[src/rtl/camera_ray_direction_assert.svh]
// Assertion macros shared by the camera ray direction block.
`ifndef CAMERA_RAY_DIRECTION_ASSERT_SVH
`define CAMERA_RAY_DIRECTION_ASSERT_SVH

// The condition must hold in the same cycle as the trigger.
`define CRD_ASSERT_NOW(lbl, trig, cond) \
    lbl: assert property (@(posedge clk) disable iff (!rst_n) (trig) |-> (cond)) \
        else $error("camera_ray_direction: same-cycle check failed");

// The condition must hold in the cycle after the trigger.
`define CRD_ASSERT_NEXT(lbl, trig, cond) \
    lbl: assert property (@(posedge clk) disable iff (!rst_n) (trig) |=> (cond)) \
        else $error("camera_ray_direction: next-cycle check failed");

`endif

[src/rtl/crd_pkg.sv]
`timescale 1ns / 1ps
// Shared constants, types and helper functions of the camera ray direction block.
package crd_pkg;

    localparam int COORD_BITS_DEF = 12;

    localparam int CFG_DATA_W = 48;
    localparam int CFG_IDX_W  = 3;
    localparam int STEP_W     = 24;
    localparam int SCALE_W    = 24;
    localparam int ENT_W      = 16;
    localparam int AXIS_W     = 48;
    localparam int DIR_W      = 16;
    localparam int ROUND_SH   = 24;
    localparam int NM_W       = 24;
    localparam int SQ_W       = 48;
    localparam int LEN_W      = 50;
    localparam int ROOT_W     = 25;
    localparam int SQRT_STEPS = 25;
    localparam int FRAC_W     = 14;
    localparam int QUO_W      = 15;
    localparam int NUM_W      = 39;
    localparam int REM_W      = 40;

    localparam logic [QUO_W-1:0] DIR_ONE = 15'd16384;

    localparam logic [STEP_W-1:0]  RST_STEP_X = 24'd16384;
    localparam logic [STEP_W-1:0]  RST_STEP_Y = 24'd21845;
    localparam logic [SCALE_W-1:0] RST_HSCALE = 24'd87381;
    localparam logic [SCALE_W-1:0] RST_VSCALE = 24'd65536;
    localparam logic [ENT_W-1:0]   RST_FWD_Z  = 16'd16384;
    localparam logic [AXIS_W-1:0]  RST_RIGHT  = 48'd16384;
    localparam logic [AXIS_W-1:0]  RST_UP     = 48'd1073741824;
    localparam logic [AXIS_W-1:0]  RST_FWD    = 48'd70368744177664;

    typedef enum logic [CFG_IDX_W-1:0] {
        REG_STEP_X,
        REG_STEP_Y,
        REG_HSCALE,
        REG_VSCALE,
        REG_FWD_Z,
        REG_RIGHT,
        REG_UP,
        REG_FWD
    } cfg_reg_t;

    typedef struct packed {
        logic [STEP_W-1:0]  step_x;
        logic [STEP_W-1:0]  step_y;
        logic [SCALE_W-1:0] hscale;
        logic [SCALE_W-1:0] vscale;
        logic [ENT_W-1:0]   fwd_z;
        logic [AXIS_W-1:0]  right;
        logic [AXIS_W-1:0]  up;
        logic [AXIS_W-1:0]  fwd;
    } cam_cfg_t;

    typedef struct packed {
        logic valid;
        logic degen;
    } pipe_ctrl_t;

    typedef struct packed {
        logic [2:0][NM_W-1:0] nm;
        logic [2:0]           neg;
    } comp_t;

    typedef struct packed {
        logic [LEN_W-1:0] rem;
        logic [LEN_W-1:0] root;
    } sqrt_state_t;

    // One step of the bitwise integer square root.
    function automatic sqrt_state_t sqrt_step(input sqrt_state_t s, input logic [LEN_W-1:0] b);
        sqrt_state_t      r;
        logic [LEN_W-1:0] trial;
        trial = s.root + b;
        if (s.rem >= trial)
        begin
            r.rem  = s.rem - trial;
            r.root = (s.root >> 1) + b;
        end
        else
        begin
            r.rem  = s.rem;
            r.root = s.root >> 1;
        end
        return r;
    endfunction

    // Picks one signed Q2.14 entry out of a packed axis register.
    function automatic logic signed [ENT_W-1:0] axis_entry(input logic [AXIS_W-1:0] a,
                                                           input logic [1:0] k);
        return $signed(a[ENT_W*k +: ENT_W]);
    endfunction

endpackage

[src/rtl/crd_isqrt.sv]
`timescale 1ns / 1ps
// Pipelined bitwise integer square root, two result bits per stage, one in the last stage.
module crd_isqrt
    import crd_pkg::*;
(
    input  logic              clk,
    input  logic              rst_n,
    input  logic              adv,
    input  pipe_ctrl_t        in_ctrl,
    input  comp_t             in_comp,
    input  logic [LEN_W-1:0]  len,
    output pipe_ctrl_t        out_ctrl,
    output comp_t             out_comp,
    output logic [ROOT_W-1:0] root
);

    localparam int SQ_STAGES = (SQRT_STEPS + 1) / 2;

    sqrt_state_t stage_in [SQ_STAGES];
    sqrt_state_t st_reg   [SQ_STAGES];
    comp_t       comp_in  [SQ_STAGES];
    comp_t       comp_reg [SQ_STAGES];
    pipe_ctrl_t  ctrl_in  [SQ_STAGES];
    pipe_ctrl_t  ctrl_reg [SQ_STAGES];

    assign stage_in[0] = '{rem: len, root: '0};
    assign comp_in[0]  = in_comp;
    assign ctrl_in[0]  = in_ctrl;

    for (genvar s = 0; s < SQ_STAGES; s++)
    begin : g_stage
        localparam int STEP_A = 2 * s;
        localparam int STEP_B = 2 * s + 1;
        localparam int SH_B   = (STEP_B < SQRT_STEPS) ? 2 * (SQRT_STEPS - 1 - STEP_B) : 0;
        localparam logic [LEN_W-1:0] BIT_A = LEN_W'(1) << (2 * (SQRT_STEPS - 1 - STEP_A));
        localparam logic [LEN_W-1:0] BIT_B = LEN_W'(1) << SH_B;

        sqrt_state_t mid;
        sqrt_state_t nxt;

        if (s > 0)
        begin : g_link
            assign stage_in[s] = st_reg[s-1];
            assign comp_in[s]  = comp_reg[s-1];
            assign ctrl_in[s]  = ctrl_reg[s-1];
        end

        always_comb
        begin
            mid = sqrt_step(stage_in[s], BIT_A);
            if (STEP_B < SQRT_STEPS)
            begin
                nxt = sqrt_step(mid, BIT_B);
            end
            else
            begin
                nxt = mid;
            end
        end

        always_ff @(posedge clk or negedge rst_n)
        begin
            if (!rst_n)
            begin
                ctrl_reg[s] <= '0;
            end
            else if (adv)
            begin
                ctrl_reg[s] <= ctrl_in[s];
            end
        end

        always_ff @(posedge clk)
        begin
            if (adv)
            begin
                st_reg[s]   <= nxt;
                comp_reg[s] <= comp_in[s];
            end
        end
    end

    assign out_ctrl = ctrl_reg[SQ_STAGES-1];
    assign out_comp = comp_reg[SQ_STAGES-1];
    assign root     = st_reg[SQ_STAGES-1].root[ROOT_W-1:0];

endmodule

[config.mk]
export PLATFORM = sky130hd
export DESIGN_NAME = crd_isqrt
export DESIGN_NICKNAME = d
export VERILOG_FILES = /design/src/rtl/camera_ray_direction_assert.svh /design/src/rtl/crd_pkg.sv /design/src/rtl/crd_isqrt.sv
export SDC_FILE = /design/constraint.sdc
export NUM_CORES = 2
export LEC_CHECK = 0
export ABC_CLOCK_PERIOD_IN_PS = 7660
export BUFFER_PORTS_ARGS = -buffer_cell sky130_fd_sc_hd__buf_2
export CORE_MARGIN = 3
export CORE_UTILIZATION = 63
export CTS_CLUSTER_SIZE = 40
export DETAILED_ROUTE_END_ITERATION = 12
export HOLD_SLACK_MARGIN = 0.06
export PLACE_DENSITY = 0.8
export SYNTH_ARGS = -nofsm -noshare
export SYNTH_HDL_FRONTEND = slang
export SYNTH_SLANG_ARGS = --single-unit
[constraint.sdc]
create_clock -name clk -period 7.66 [get_ports clk]
set_input_delay 1.149 -clock clk [delete_from_list [all_inputs] [get_ports clk]]
set_output_delay 1.149 -clock clk [all_outputs]
set_load 0.02 [all_outputs]
## After elaboration in Yosys (flattened, before gate mapping)

Memories as Yosys holds them, arrays and structs flattened.
Cells that the tools add are included.

| storage, ports and cells | value |
|---|---|
| bits in registers | 26 |
| RAM bits | 2275 |
| output and inout port bits | 102 |
| memories kept | 2 |

| operators by class | value |
|---|---|
| $add $sub $neg | 73 |
| $lt $le $gt $ge | 25 |
| mux-type cells | 27 |

Memory list:

| name | words | width | rd ports | clocked after memory_dff | write ports | RTL line | text |
|---|---|---|---|---|---|---|---|
| st_reg | 13 | 100 | 13 | 0 | 13 | crd_isqrt.sv:20 | `sqrt_state_t st_reg [SQ_STAGES];` |
| comp_reg | 13 | 75 | 13 | 0 | 13 | crd_isqrt.sv:22 | `comp_t comp_reg [SQ_STAGES];` |

Operators by type and width:

| kind | count |
|---|---|
| 2-to-1 mux 100 bit | 25 |
| greater-or-equal comparator 50 bit | 24 |
| subtractor 50 bit | 24 |
| adder 49 x 1 -> 50 bit, second input constant | 1 |
| adder 49 x 11 -> 50 bit, second input constant | 1 |
| adder 49 x 13 -> 50 bit, second input constant | 1 |
| adder 49 x 15 -> 50 bit, second input constant | 1 |
| adder 49 x 17 -> 50 bit, second input constant | 1 |
| adder 49 x 19 -> 50 bit, second input constant | 1 |
| adder 49 x 21 -> 50 bit, second input constant | 1 |
| adder 49 x 23 -> 50 bit, second input constant | 1 |
| adder 49 x 25 -> 50 bit, second input constant | 1 |
| adder 49 x 27 -> 50 bit, second input constant | 1 |
| adder 49 x 29 -> 50 bit, second input constant | 1 |
| adder 49 x 3 -> 50 bit, second input constant | 1 |
| adder 49 x 31 -> 50 bit, second input constant | 1 |
| adder 49 x 33 -> 50 bit, second input constant | 1 |
| adder 49 x 35 -> 50 bit, second input constant | 1 |
| adder 49 x 37 -> 50 bit, second input constant | 1 |
| adder 49 x 39 -> 50 bit, second input constant | 1 |
| adder 49 x 41 -> 50 bit, second input constant | 1 |
| adder 49 x 43 -> 50 bit, second input constant | 1 |
| adder 49 x 45 -> 50 bit, second input constant | 1 |
| adder 49 x 47 -> 50 bit, second input constant | 1 |
| other kinds (30) | 31 |

## Logic depth before layout (Yosys ltp)

An unclocked memory read counts as a cell.

| depth | value |
|---|---|
| depth in word-level cells | 7 |
| depth in mapped cells | 29 |
| gate-level depth less buffers | 26 |

## Least setup slack after synthesis

OpenSTA, ideal clock, no wires.

| path | value |
|---|---|
| path type | register -> register |
| start | memory st_reg[1][86] in the netlist's numbering |
| end | memory st_reg[1][192] in the netlist's numbering, data pin |
| arrival time | 5794 ps |
| required time | 7397 ps |
| path slack | 1602 ps |
| cell stages (with the launch flop) | 25 |
| path buffers | 4 |
| period minus slack after synthesis | 6058 ps |
| path through | edfxtp_1 -> or3_1 -> nand2b_1 -> or4_1 -> a21o_1 -> or3_1 -> clkbuf_1 -> clkinv_1 -> clkbuf_1 -> clkbuf_1 -> nand2_1 -> o31ai_1 -> ha_1 -> clkbuf_1 -> nand4_1 -> or2_2 -> or3b_2 -> nor3_1 -> a31oi_1 -> nand3_1 -> nor4_1 -> nand4b_1 -> nor4_1 -> nand3_1 -> xor2_1 |

RTL lines:

| element | RTL line |
|---|---|
| start, declared | crd_isqrt.sv:20 |

==> flow_summary.rst <==
.. list-table::
   :header-rows: 1

   * - Metric
     - Value
   * - Outcome
     - finished clean
   * - Count of flip-flops with a built-in enable after synthesis
     - 1756
   * - Net count after synthesis
     - 6594
   * - TritonCTS Sinks
     - 1782
   * - Setup repair after global routing missed its margin
     - false
   * - Worst flop-to-flop path endpoint
     - st_reg[1][183]$_DFFE_PP_
   * - Type of the tightest min-delay check
     - in -> async
   * - Critical Path End Type
     - register
   * - Setup violations, final
     - 0
   * - Layout fillers
     - 8391
   * - Via-to-Cell Ratio
     - 6.075
   * - Initial antenna violation count
     - 5
   * - Number of buffers between clock root and the deepest sink
     - 3
   * - Data required, critical path
     - 8.16 ns
   * - Number of flip-flops and latches in the synthesized netlist
     - 1782
   * - Final core utilization
     - 70.45%
   * - Total Nets Final
     - 6895
   * - Clock tree skew after final layout
     - 0.03200 ns
   * - Multiplexer share of the synthesized area
     - 1.294%
   * - Post-synthesis compound-gate area fraction
     - 9.152%
   * - Pre-CTS setup slack
     - 0.7447 ns
   * - Antenna-violating nets left
     - 0
   * - Clock transition at the registers of the reported paths
     - 0.06 ns
   * - Fin crit period
     - 6.949 ns
   * - Final Hold Viols
     - 0
   * - Max Fclk
     - 143.9 MHz
   * - Synth area leader
     - sky130_fd_sc_hd__edfxtp_1
   * - Number of buffers created by CTS
     - 173
   * - Post-synthesis adder-cell area fraction
     - 5.540%
   * - Top cells by count, synth
     - sky130_fd_sc_hd__edfxtp_1 (1756), sky130_fd_sc_hd__nand2_1 (458), sky130_fd_sc_hd__nor2_1 (369)
   * - Slew Viols, Final
     - 0
   * - Clock network power share
     - 28.5%
   * - Logic pwr share
     - 27.7%
   * - Transition time at the pin with the least slew margin
     - 1.085 ns
   * - Synth cell types
     - 98
   * - Parity-gate share of the synthesized area counting xor and xnor cells
     - 5.385%
   * - Period utilisation layout
     - 90.71%
   * - Placer congestion estimate
     - 0.9454
   * - Floorplan die width
     - 365.2 um
   * - Async set-or-reset flop fraction in the synthesized netlist
     - 1.459%
   * - Core outline area
     - 127800 um^2
   * - Leakage Power
     - 33.53 nW
   * - Top_reg_cell synth
     - sky130_fd_sc_hd__edfxtp_1
   * - Share of final-layout standard cells stronger than drive strength 1
     - 10.49%
   * - Launching element type of the critical path
     - register
   * - Most common cell in the synthesized netlist
     - sky130_fd_sc_hd__edfxtp_1
   * - Drt wl/cell
     - 21.33 um
   * - Critical path data arrival time
     - 7.45 ns
   * - Area of all placed cells without fillers
     - 90070 um^2
   * - Mapped cell area
     - 81310 um^2
   * - Sequential share of power
     - 43.9%
   * - Via count of the first global-routing pass
     - 49102
   * - Pwr Density
     - 330.1 nW/um^2
   * - Total overflow reported by the global router
     - 0
   * - Internal Power
     - 0.02036 W
   * - Largest fanout of any net on the critical path
     - 38
   * - Total number of vias
     - 49888
   * - Global-route wire length before repair
     - 270900 um
   * - Max VDD drop
     - 0.2979 mV
   * - Layout overhead on the synthesized area
     - 10.78%
   * - Total net switching power
     - 0.009365 W
   * - Die height
     - 365.2 um
   * - DP Wirelength
     - 119900 um
   * - Cell depth of the worst flop-to-flop path
     - 23
   * - CTS tree
     - built
   * - Placed inst area
     - 84410 um^2
   * - Source of the worst register-to-register timing path
     - st_reg[1][86]$_DFFE_PP_
   * - Cell at the root of the clock tree
     - sky130_fd_sc_hd__clkbuf_16
   * - Total number of yosys warnings
     - 0
   * - Largest net degree at the start of global routing
     - 207
   * - Max-cap viol count
     - 0
   * - Synthesized instance count
     - 6104
   * - Total DRC errors in the routed layout
     - 0
   * - Total global routing track utilization
     - 26.24%
   * - Number of top-level pins
     - 232
   * - DRC marker count from the first detailed-route iteration
     - 4525
   * - H-tree level count
     - 4
   * - Drt pass-1 iters
     - 6
   * - Hold Buf Count CTS
     - 0
   * - Die ar.
     - 133400 um^2
   * - Register-to-register setup slack
     - 0.71 ns
   * - Core Rows
     - 131
   * - Dominant combinational cell family by area after synthesis
     - simple AND/OR/NAND/NOR gates
   * - Start-to-end type of the worst setup path
     - reg -> reg
   * - Max FFs per register
     - 975
   * - Worst path setup slack after routing
     - 0.7113 ns
   * - Number of buffers inserted by port buffering
     - 231
   * - Syn Area/Cell
     - 13.32 um^2
   * - Slew headroom
     - 27.64%
   * - Setup tns final
     - 0 ns
   * - Share of the synthesized area in the top cell type
     - 64.85%
   * - Simple-gate share of the synthesized area
     - 10.69%
   * - Later-pin clock latency in the skew report
     - 0.79 ns
   * - Share of total power consumed by net switching
     - 31.50%
   * - Post-CTS Setup Repair Bufs
     - 0
   * - Starting density of the core
     - 63.60%
   * - Final wirelength
     - 175200 um
   * - Share of synthesized area occupied by flip-flops and latches
     - 65.66%
   * - Leading cell types by total area after synthesis
     - sky130_fd_sc_hd__edfxtp_1 (65%), sky130_fd_sc_hd__ha_1 (5.5%), sky130_fd_sc_hd__xnor2_1 (3.2%)
stage by stage:
step           std cells  hold WS, ns  power, W
2_1_floorplan       6104       0.4003   0.01906
3_3_place_gp        7892       0.4002   0.02102
3_5_place_dp        7892       0.4045   0.02123
4_1_cts             8208       0.3038   0.02980
5_1_grt             8211       0.3459   0.03125
6_report            8212       0.3436   0.02973
final cells by class:
type	count	area (um^2)	area share (%)
Inverter	310	1165	1.293
Timing Repair Buffer	283	1674	1.859
Antenna cell	4	10.01	0.01111
Sequential cell	1782	53380	59.27
Tap cell	1662	2079	2.309
Multi-Input combinational cell	3855	26120	29.00
Clock buffer	204	4488	4.983
Clock inverter	112	1157	1.285
timing repair:
item | 4_1_cts | 5_1_grt
gates resized for setup | 0 | 1
setup endpoints to repair | 0 | 1
endpoints found under the hold margin | 0 | 0
per-layer routing:
layer	track usage, %	share of wire, %	up-vias	wire [um]
li1	-	-	23591	-
met4	12.10	4.7	2	8304
met5	0	0.0074	-	13
met1	32.09	39	24066	68080
met2	46.30	51	1777	89710
met3	3.705	5.2	452	9062
critical path, cell delays in order, from the launching register on:
cell	delay [ns]
sky130_fd_sc_hd__edfxtp_1	0.44
sky130_fd_sc_hd__or3_1	0.48
sky130_fd_sc_hd__nand2b_1	0.33
sky130_fd_sc_hd__or4_1	0.62
sky130_fd_sc_hd__a21o_1	0.22
sky130_fd_sc_hd__or3_1	0.55
sky130_fd_sc_hd__clkinv_1	0.09
sky130_fd_sc_hd__buf_4	0.33
sky130_fd_sc_hd__o21ai_0	0.21
sky130_fd_sc_hd__ha_1	0.40
sky130_fd_sc_hd__nand2_1	0.12
sky130_fd_sc_hd__inv_1	0.12
sky130_fd_sc_hd__nand4_1	0.15
sky130_fd_sc_hd__or2_2	0.34
sky130_fd_sc_hd__or3b_2	0.45
sky130_fd_sc_hd__nor3_1	0.36
sky130_fd_sc_hd__a31oi_1	0.15
sky130_fd_sc_hd__nand3_1	0.14
sky130_fd_sc_hd__nor4_2	0.07
sky130_fd_sc_hd__buf_12	0.20
sky130_fd_sc_hd__inv_2	0.14
sky130_fd_sc_hd__nand2_1	0.19
sky130_fd_sc_hd__nor4b_1	0.43
sky130_fd_sc_hd__xnor2_1	0.13
worst max path at each step:
stage / startpoint / to / cells after the start
5_1_grt: st_reg[0][668]$_DFFE_PP_ / st_reg[0][797]$_DFFE_PP_ / 25
2_1_floorplan: st_reg[1][86]$_DFFE_PP_ / st_reg[1][192]$_DFFE_PP_ / 24
3_3_place_gp: st_reg[0][458]$_DFFE_PP_ / st_reg[0][597]$_DFFE_PP_ / 20
4_1_cts: st_reg[0][458]$_DFFE_PP_ / st_reg[0][597]$_DFFE_PP_ / 20
6_report: st_reg[1][86]$_DFFE_PP_ / st_reg[1][183]$_DFFE_PP_ / 23
3_5_place_dp: st_reg[0][458]$_DFFE_PP_ / st_reg[0][597]$_DFFE_PP_ / 20
power by group through the flow:
stage / registers [W] / logic, W / clock network, W
after floorplan: 0.0129 / 0.00620 / 0
after global placement: 0.0131 / 0.00788 / 0
after detailed placement: 0.0132 / 0.00803 / 0
after CTS: 0.0130 / 0.00812 / 0.00865
after global routing: 0.0131 / 0.00909 / 0.00901
final: 0.0130 / 0.00822 / 0.00847
placed cells by master (no fill, tap or decap), drive strengths merged, types with 32 or more instances in the layout:
cell type  count
buf          283
and3          42
nor4         148
nand4         72
a31oi         41
clkbuf       204
nand2        459
nand3        125
edfxtp      1756
a211oi        36
clkinv        77
and2          32
mux2          73
nor2b         51
o31ai         41
ha           360
xnor2        301
or3           57
a21oi        343
inv          321
o21a          61
nor2         370
xor2         198
nand2b        73
a21o         130
o21ai        304
nor3         140
kinds of logic after synthesis:
kind of cell | Yosys count
buffers and inverters | 467
AO/OA/AOI/OAI | 1176
multiplexers | 96
flip-flops | 1782
adder cells (fa/ha/maj) | 360
XOR/XNOR | 499
AND/OR/NAND/NOR | 1724
No activity file was read; power rests on OpenSTA's default activity.
